$ cat src/rtl/knnl_pkg.sv
`timescale 1ns / 1ps
// ----------------------------------------------------------------------------
// knnl_pkg: shared types and constants of the nearest-neighbor link block
// Holds the item modes, the controller states, the command and status words
// passed between controller and datapath, the store depth and the fixed
// field widths.
// ----------------------------------------------------------------------------
package knnl_pkg;

    // Fixed field widths.
    localparam int COORD_BITS  = 16;
    localparam int IDX_W       = 9;
    localparam int DOUT_W      = 2 * COORD_BITS + 1;
    localparam int DLIST_W     = 34;
    localparam int NCOUNT_W    = 4;
    localparam int MODE_W      = 2;
    localparam int PADDR_W     = 3;
    localparam int PDATA_W     = 32;

    // Number of points the store holds; the index fields cover exactly this.
    localparam int POINT_DEPTH = 512;

    localparam logic [NCOUNT_W-1:0] NEIGHBOR_COUNT_RESET = 4'd3;
    localparam logic [PADDR_W-1:0]  ADDR_NEIGHBOR_COUNT  = 3'd0;

    typedef enum logic [MODE_W-1:0] {
        MODE_CLEAR  = 2'd0,
        MODE_APPEND = 2'd1,
        MODE_QUERY  = 2'd2
    } mode_t;

    typedef enum logic [2:0] {
        ST_IDLE,
        ST_QREAD,
        ST_SCAN,
        ST_DRAIN,
        ST_EMIT
    } state_t;

    typedef struct packed {
        logic clear;
        logic append;
        logic qread;
        logic qlatch;
        logic scan_issue;
        logic out_first;
        logic out_next;
    } dp_cmd_t;

    typedef struct packed {
        logic query_ok;
        logic scan_last;
        logic pipe_empty;
        logic out_last;
    } dp_sts_t;

endpackage

$ cat src/rtl/knnl_ctrl.sv
`timescale 1ns / 1ps
// ----------------------------------------------------------------------------
// knnl_ctrl: sequencer of the nearest-neighbor link block
// Takes input words, runs the store scan of a query and hands out the
// result words one at a time.
// ----------------------------------------------------------------------------
module knnl_ctrl (
    input  logic                            clk,
    input  logic                            rst_n,
    input  logic                            in_valid,
    output logic                            in_stall,
    input  logic [knnl_pkg::MODE_W-1:0]     mode,
    output logic                            out_valid,
    input  logic                            out_stall,
    output knnl_pkg::dp_cmd_t               cmd,
    input  knnl_pkg::dp_sts_t               sts
);
    import knnl_pkg::*;

    state_t state_reg, state_next;

    always_ff @(posedge clk or negedge rst_n)
    begin
        if (!rst_n)
        begin
            state_reg <= ST_IDLE;
        end
        else
        begin
            state_reg <= state_next;
        end
    end

    always_comb
    begin
        state_next = state_reg;
        cmd        = '0;
        in_stall   = 1'b1;
        out_valid  = 1'b0;
        unique case (state_reg)
            ST_IDLE:
            begin
                in_stall = 1'b0;
                if (in_valid)
                begin
                    unique case (mode)
                        MODE_CLEAR:  cmd.clear  = 1'b1;
                        MODE_APPEND: cmd.append = 1'b1;
                        MODE_QUERY:
                        begin
                            if (sts.query_ok)
                            begin
                                cmd.qread  = 1'b1;
                                state_next = ST_QREAD;
                            end
                        end
                        default: ;
                    endcase
                end
            end
            ST_QREAD:
            begin
                cmd.qlatch = 1'b1;
                state_next = ST_SCAN;
            end
            ST_SCAN:
            begin
                cmd.scan_issue = 1'b1;
                if (sts.scan_last)
                begin
                    state_next = ST_DRAIN;
                end
            end
            ST_DRAIN:
            begin
                if (sts.pipe_empty)
                begin
                    cmd.out_first = 1'b1;
                    state_next    = ST_EMIT;
                end
            end
            ST_EMIT:
            begin
                out_valid = 1'b1;
                if (!out_stall)
                begin
                    if (sts.out_last)
                    begin
                        state_next = ST_IDLE;
                    end
                    else
                    begin
                        cmd.out_next = 1'b1;
                    end
                end
            end
            default: state_next = ST_IDLE;
        endcase
    end

`ifndef ASSERT_OFF
    a_query_starts: assert property (@(posedge clk) disable iff (!rst_n)
        (state_reg == ST_IDLE && in_valid && mode == MODE_QUERY && sts.query_ok)
        |=> state_reg == ST_QREAD)
        else $error("valid query did not start a scan");

    a_emit_drained: assert property (@(posedge clk) disable iff (!rst_n)
        state_reg == ST_EMIT |-> sts.pipe_empty)
        else $error("results sent while distances still in flight");

    a_more_words: assert property (@(posedge clk) disable iff (!rst_n)
        (out_valid && !out_stall && !sts.out_last) |=> out_valid)
        else $error("query ended before its final word");
`endif

endmodule

$ cat config.mk
export PLATFORM = sky130hd
export DESIGN_NAME = knnl_ctrl
export DESIGN_NICKNAME = d
export VERILOG_FILES = /design/src/rtl/knnl_pkg.sv /design/src/rtl/knnl_ctrl.sv
export SDC_FILE = /design/constraint.sdc
export NUM_CORES = 1
export LEC_CHECK = 0
export ABC_AREA = 1
export BUFFER_PORTS_ARGS = -buffer_cell sky130_fd_sc_hd__buf_2
export CELL_PAD_IN_SITES_DETAIL_PLACEMENT = 1
export CELL_PAD_IN_SITES_GLOBAL_PLACEMENT = 1
export CORE_AREA = 2 2 39 41
export CTS_CLUSTER_DIAMETER = 200
export DETAILED_ROUTE_END_ITERATION = 10
export DIE_AREA = 0 0 41 43
export PLACE_DENSITY_LB_ADDON = 0.08
export REMOVE_ABC_BUFFERS = 1
export SYNTH_ARGS = -nofsm -noshare
export SYNTH_HDL_FRONTEND = slang
export SYNTH_SLANG_ARGS = --single-unit
$ cat constraint.sdc
create_clock -name clk -period 3.5 [get_ports clk]
set_clock_uncertainty 0.2 [all_clocks]
set_input_delay 0.35 -clock clk [delete_from_list [all_inputs] [get_ports clk]]
set_output_delay 0.35 -clock clk [all_outputs]
set_load 0.02 [all_outputs]
==> flow_results.org, run 1 <==
** Clock network
- Clock tree synthesis inserted a total of 3 buffers.
- Worst skew pair latency :: about 230 ps
- Maximum level of the CTS H-tree :: 1
- Clock slew at the register clock pins of the worst setup and hold paths :: 40 ps
- Clock tree synthesis selected as its root buffer the cell sky130_fd_sc_hd__clkbuf_4.
- CTS tree :: built
- Once the clock tree was built, the resizer swapped 0 gates to a different size.
- The clock net in this run drives a total of 3 sinks.
- The clock passes through at most 2 buffers.

** Logic synthesis
- Summing every instance area after synthesis gives between 200 and 300 µm².
- Part of the Yosys area used for sequential elements :: roughly 28%
- Count of mapped cells out of synthesis :: 43
- Each instance of the synthesized netlist takes up on average slightly above 6 µm².
- Post-synthesis sequential element count :: 3
- The netlist uses 14 different library cells.
- Yosys printed 0 warnings.

** Worst setup path
- Among cell families on the critical path, the largest total delay comes from simple AND/OR/NAND/NOR gates.
- The slowest stage of the critical path belongs to the cell sky130_fd_sc_hd__dfrtp_1.
- Crit path launch type :: flip-flop
- List of cells traversed by the critical path :: nor2_2 -> nand2_2 -> nor4_1 -> buf_2
- Worst EP arrival :: around 1300 ps
- Largest fanout of any net on the critical path :: 5
- For this run, the slowest stage of the critical path takes approximately 410 ps.
- The worst setup path is of the flip-flop to primary output kind.
- For flop-to-flop paths, the worst setup slack is ~2200 ps.
- Startpoint of the worst setup timing path :: state_reg[0]$_DFFE_PN0P_
- Launching point of the worst reg2reg path :: state_reg[0]$_DFFE_PN0P_
- STA classifies the critical path endpoint as a primary output.
- Required time worst endpoint :: 2950 ps
- The number of buffers and inverters on the critical path is 1.

** Min path
- The worst hold path begins at sts[1].
- The worst hold path belongs to the class input pin to flip-flop.

** Floorplan
- Initial core utilization :: about a fifth
- The die covers 1760 µm².
- In this run the horizontal extent of the chip is between 40 and 50 µm.
- Core area :: 1380 µm²
- Row cnt :: 14
- Die span in y :: between 40 and 50 µm
- 19 I/O pins were placed.

** Drt
- For this run, design rule violations remaining after detail routing come to 0.
- The routed layout has between 300 and 400 vias.
- The pre-antenna-repair detailed-routing pass consisted of 2 iterations.
- After the first detailed-routing iteration, the DRC count stood at 1.
- Dividing the detail-routed wire length by the instance count gives around 8.7 µm.
- In the routed layout, each cell is associated on average with a via count of approximately 4.1.
- Remaining antenna violation count :: 0
- The routed design has 712 µm of wire.

** Status
- Run status :: complete, no violations

** Global route
- In the global route stage, met3 resource usage came out at ~3.1%.
- Met2 layer usage reported by global route :: between 10 and 15%
- For this run, global-route usage on met1 was measured as around 15%.
- Leftover overflow at the end of global routing :: 0
- Tot GR Track Use :: 11.2%
- Antenna violations before repair :: 0
- Wire length of the first global-routing pass :: 1280 µm
- Pin count of the biggest net entering global routing :: 7
- Vias in the first global route :: roughly 320
- Routing layer with the top usage in global route :: met1

** Timing
- Setup Viol. Count Final :: 0
- The worst path in the final design needs a cycle of 1840 ps, including I/O delays and setup.
- The number of hold-slack violations in the final timing report came to 0.
- Final worst hold slack :: 192 ps
- Setup total negative slack :: 0 ps
- The worst pin sits at a relative slew slack of between 80% and 90%.
- Count of pins over their slew limit :: 0
- Setup repair after global routing left no endpoint under its margin.
- Highest achievable clock rate :: 544 MHz
- The final critical path takes up around 52% of the cycle.
- For the pin with the worst max-slew slack, the measured transition is between 200 and 250 ps.

** Power
- The worst-case IR drop observed on VDD is just under 0.0002 V.
- Lkg Pwr :: ~0.25 nW
- Power comes to between 0.0003 and 0.0004 W.
- Cell Pwr Density :: around 740 nW/µm²

** Layout
- The final layout contains 77 nets.
- Max FFs per register :: 3
- In the layout the commonest cells are sky130_fd_sc_hd__buf_2 (18), sky130_fd_sc_hd__inv_1 (9), sky130_fd_sc_hd__nor2_1 (7), sky130_fd_sc_hd__nand2_1 (6), sky130_fd_sc_hd__nor2_2 (5).
- Leaving out fill and tap cells, the most frequent cell in the layout is sky130_fd_sc_hd__buf_2.
- From synthesis to final layout, the design area changed by 55.5%.
- Number of antenna diodes :: 0
- The post-route netlist has 45.5% of its cells at a drive strength greater than 1.

** Run
- Across the run, the number of max-cap violations was 0.

** Placed design
- The congestion estimate from routability-driven global placement came to between 0.6 and 0.7.
- Detailed placement ended at an HPWL of between 600 and 700 µm.
- Quantity of I/O buffers inserted on ports :: 18
[synth_stat cells]
master	instances	area share (%)
sky130_fd_sc_hd__o22ai_1	1	2.4
sky130_fd_sc_hd__o21ai_0	1	1.9
sky130_fd_sc_hd__o21ai_1	1	1.9
sky130_fd_sc_hd__nor4_1	2	4.7
sky130_fd_sc_hd__nand3_2	1	3.8
sky130_fd_sc_hd__nand2_2	2	4.7
sky130_fd_sc_hd__nor2_2	5	12
sky130_fd_sc_hd__inv_2	1	1.4
sky130_fd_sc_hd__nand2_1	6	8.5
sky130_fd_sc_hd__dfrtp_1	3	28
sky130_fd_sc_hd__nand3_1	2	3.8
sky130_fd_sc_hd__nor2_1	7	10
sky130_fd_sc_hd__inv_1	9	13
sky130_fd_sc_hd__nor3_1	2	3.8
[repair_timing]
action | CTS | global route
buffers inserted | 0 | 0
hold endpoints to repair | 3 | 0
hold buffers | 1 | 0
[logic make-up (layout without fill, tap and decap cells)]
| kind of cell | count (synthesis) | after routing | share of synthesized area [%] |
|---|---|---|---|
| AOI/OAI and AO/OA | 3 | 3 | 6.16 |
| buffers and inverters | 10 | 33 | 14.2 |
| DFF | 3 | 3 | 28.4 |
| and+or+nand+nor | 27 | 27 | 51.2 |
[worst paths after layout]
| path | end | depth (start not counted) |
|---|---|---|
| max reg2reg | state_reg[0]$_DFFE_PN0P_ | 6 |
| min in group asynchronous | state_reg[1]$_DFFE_PN0P_ | 2 |
| max | cmd[5] | 4 |
| max in group asynchronous | state_reg[0]$_DFFE_PN0P_ | 2 |
| min reg2reg | state_reg[0]$_DFFE_PN0P_ | 3 |
| min | state_reg[0]$_DFFE_PN0P_ | 4 |
[worst register-to-register path, cell delays in order (launching register included)]
cell and delay [ps]:
sky130_fd_sc_hd__dfrtp_1 410, sky130_fd_sc_hd__nor2_2 180, sky130_fd_sc_hd__nand2_1 140, sky130_fd_sc_hd__nor2_2 120
sky130_fd_sc_hd__nor2_2 50, sky130_fd_sc_hd__nand3_1 60, sky130_fd_sc_hd__nand2_1 60
[routing by layer]
| layer | routed length, µm | part of all wire (%) |
|---|---|---|
| met5 | 0 | 0 |
| met4 | 0 | 0 |
| met3 | 21 | 2.9 |
| met2 | 362 | 51 |
| met1 | 329 | 46 |
[where the power goes]
part	internal [W]	leakage, nW	switching [W]
Combinational	0.0000609	0.193	0.000115
Clock	0.0000427	0.0150	0.0000176
Sequential	0.0000491	0.0389	0.0000177
Total	0.000153	0.247	0.000150
[stage by stage]
stage	utilization (%)	cell area, µm²	setup WS [ps]	cells
floorplan	-	264	1600	43
global placement	27.0	374	1890	77
detailed placement	27.0	374	1900	77
CTS	29.7	410	1640	82
global route	29.7	410	1430	82
finish	29.7	410	1660	82
[layout make-up]
class | instances | area [µm²]
Fill cell | 204 | 973
Multi-Input combinational cell | 30 | 151
Inverter | 10 | 37.5
Clock buffer | 4 | 26.3
Sequential cell | 3 | 75.1
Tap cell | 16 | 20.0
Timing Repair Buffer | 19 | 100
Note: power is estimated with default switching activity, not from simulation.
==> inputs of run 2 (changes only) <==
Clock period 3.5 ns to 1.7 ns, I/O delays scaled along.
==> run 2 against run 1 <==
Via count increased by 2.1%. Sequential power increased by 120%. Wire length increased by 6.7%. Largest cell class unchanged. Critical endpoint is now cmd[6]. Highest routed layer unchanged. Largest power group unchanged. Worst hold slack got worse by 180 ps.
==> flow_results.org, run 2 (synthesized netlist as in run 1, its figures left out) <==
** Layout
- The number of inserted diodes is 0 (unchanged).
- Combined flip-flop and latch cell area :: 76.3 µm² (+1.7%)
- Leaving out fill and tap cells, the most frequent cells in the layout are sky130_fd_sc_hd__buf_2 (18), sky130_fd_sc_hd__inv_1 (9), sky130_fd_sc_hd__nor2_1 (7), sky130_fd_sc_hd__nand2_1 (6), sky130_fd_sc_hd__nor2_2 (4).
- Multi-input combinational cell area :: 174 µm² (+15%)
- Most frequent standard cell in the layout excluding fill and tap cells :: sky130_fd_sc_hd__buf_2
- Max FFs per register :: 3 (unchanged)
- The number of inserted filler cells in the final layout was 202 (-0.98%).
- The final net count was 77 (unchanged).
- Share of final-layout standard cells stronger than drive strength 1 :: 50.0% (+4.5 points)
- Layout Area Growth over Synthesis :: 64.5%

** Placed design
- Post-detail-place hpwl :: 633 µm (unchanged)
- The placer's final routability congestion estimate is 0.657 (unchanged).
- Quantity of I/O buffers inserted on ports :: 18 (unchanged)
- The worst setup slack after placement came to 284 ps (-1620 ps).

** Clock network
- TritonCTS Sinks :: 3 (unchanged)
- Clock buffer count from CTS :: 3 (unchanged)
- The post-CTS setup buffer count was 0 (unchanged).
- Number of buffers on the longest clock path :: 2 (unchanged)
- CTS tree :: built
- Maximum level of the CTS H-tree :: 1 (unchanged)
- Root Driver :: sky130_fd_sc_hd__clkbuf_4
- Clock slew at the register clock pins of the worst setup and hold paths :: 40 ps (about the same)
- The clock insertion delay at the later pin of the skew report came to 230 ps (about the same).

** Drt
- The wire length per cell after detailed routing was 9.27 µm (+6.7%).
- Length of the first detailed-routing pass in iterations :: 2 (unchanged)
- The residual antenna-violating net count after detailed routing is 0 (unchanged).
- Total wire length after detailed routing :: 760 µm (+6.7%)
- The violation count after the first detailed-routing iteration came to 1 (unchanged).
- The via density per instance is 4.21 (+2.1%).
- The total DRC errors in the routed layout is 0 (unchanged).
- Via total after detailed routing :: 345 (+2.1%)

** Power
- The static power due to leakage was 0.251 nW (+1.5%).
- Total power draw :: 0.000663 W (+120%)
- Worst vdd rail ir drop :: 0.000404 V (+110%)
- The power density normalized to cell area was 1530 nW/µm² (+110%).

** Status
- Run status :: complete, no violations

** Global route
- The overall global routing resource usage came to 11.2% (unchanged).
- Pin count of the biggest net entering global routing :: 7 (unchanged)
- The sum of overflow across all layers after global routing came to 0 (unchanged).
- The via count of the first global-routing pass came to 323 (unchanged).
- The global-route wire length before repair was 1280 µm (unchanged).
- The initial antenna violation count is 0 (unchanged).

** Timing
- Minimum clock period :: between 1500 and 2000 ps
- The setup slack after layout was 98.0 ps (-1560 ps).
- Final clock period utilization by the worst path :: between 90% and 100%
- The count of final max-slew check failures came to 0 (unchanged).
- Based on the critical path, the design can be clocked at up to between 600 and 700 MHz.
- The measured slew at the worst slew-check pin is 181 ps (-18.9 ps).
- Unrepaired setup endpoints after global routing :: false
- The relative max-transition margin came to 87.8% (+1.3 points).
- The number of hold-slack violations in the final timing report was 0 (unchanged).
- Setup Viol. Count Final :: 0 (unchanged)

** Floorplan
- Die span in y :: 43 µm (unchanged)
- Row cnt :: 14 (unchanged)
- Initial core utilization :: 19.1% (unchanged)
- The core area came to 1380 µm² (unchanged).
- Die Area :: 1760 µm² (unchanged)
- Die X-Extent :: 41 µm (unchanged)
- The I/O pin count came to 19 (unchanged).

** Worst setup path
- Critical setup path kind :: flip-flop to primary output
- The internal reg-to-reg setup slack was 380 ps (-1790 ps).
- Among all stages on the critical path, the largest delay is contributed by sky130_fd_sc_hd__dfrtp_2.
- Crit path launch type :: flip-flop
- The worst setup path is captured at a primary output.
- The length in cells of the worst reg-to-reg path is 6 (unchanged).
- In this run the critical register-to-register path is launched from state_reg[0]$_DFFE_PN0P_.
- Largest fanout of any net on the critical path :: 5 (unchanged)
- Critical R2R Capture :: state_reg[0]$_DFFE_PN0P_
- The cell family contributing the most delay on the critical path is flip-flops.
- The data required time of the critical path is 1330 ps (-1620 ps).
- The arrival time at the worst endpoint came to 1230 ps (-60 ps).
- List of cells traversed by the critical path :: nor2_4 -> nand2_4 -> nor4_2 -> buf_2
- The sum of buffers and inverters on the critical path was 1 (unchanged).
- The stage delay of the slowest cell on the critical path is 430 ps (+20 ps).

** Min path
- Endpoint, Worst Hold :: state_reg[0]$_DFFE_PN0P_
- Startpoint of the lowest-slack hold path :: sts[1]
- Worst min path class :: input pin to flip-flop
- The worst hold path depth was 4 (unchanged).

** Run
- The count of max-cap constraint violations came to 0 (unchanged).
run 2: worst register-to-register path, cell delays in order, from the launching register on:
cell and delay [ps]:
sky130_fd_sc_hd__dfrtp_2 430, sky130_fd_sc_hd__nor2_4 160, sky130_fd_sc_hd__nand2_1 130, sky130_fd_sc_hd__nor2_2 120, sky130_fd_sc_hd__nor2_2 50, sky130_fd_sc_hd__nand3_1 60
sky130_fd_sc_hd__nand2_1 60
run 2: what timing repair did:
action	CTS	global route
endpoints found under the hold margin	3	0
gates resized for setup	0	5
hold buffers	1	0
endpoints found under the setup margin	0	3
run 2: report_power, final:
group | leakage, nW | internal [W] | switching [W] | total [W]
Clock | 0.0150 | 0.0000879 | 0.0000363 | 0.000124
Sequential | 0.0377 | 0.000103 | 0.0000424 | 0.000146
Combinational | 0.198 | 0.000138 | 0.000255 | 0.000393
Total | 0.251 | 0.000329 | 0.000334 | 0.000663
run 2: routing by layer:
layer	track usage, %	up-vias	wire length, µm	share of wire, %
met4	10.0	0	0	0
met3	3.14	0	21	2.8
met1	14.6	158	359	47
met5	0	-	0	0
li1	-	180	-	-
met2	14.1	7	380	50
run 2: worst max path at each step:
stage / end / cells after the start / slack (ps) / startpoint
floorplan: cmd[5] / 3 / -20 / state_reg[0]$_DFFE_PN0P_
global placement: cmd[5] / 4 / 270 / state_reg[0]$_DFFE_PN0P_
detailed placement: cmd[6] / 4 / 280 / state_reg[0]$_DFFE_PN0P_
CTS: cmd[5] / 4 / 20 / state_reg[0]$_DFFE_PN0P_
global route: cmd[5] / 4 / 2 / state_reg[0]$_DFFE_PN0P_
finish: cmd[6] / 4 / 100 / state_reg[0]$_DFFE_PN0P_
run 2: area by class of cell:
class,instances,share of cell area (%)
repair buffers,19,23.1
well taps,16,4.61
flip-flops and latches,3,17.6
multi-input cells,30,40.1
inverters,10,8.65
clock buffers,4,6.05
run 2: stage by stage:
step / TNS (ps) / utilization (%) / cell area (µm²) / std cells / hold WS (ps)
after global routing: 0 / 31.4 / 434 / 82 / 34.2
after CTS: 0 / 29.7 / 410 / 82 / 10.3
after floorplan: -45.2 / - / 264 / 43 / -326
after global placement: 0 / 27.0 / 374 / 77 / -232
after detailed placement: 0 / 27.0 / 374 / 77 / -233
final: 0 / 31.4 / 434 / 82 / 8.49
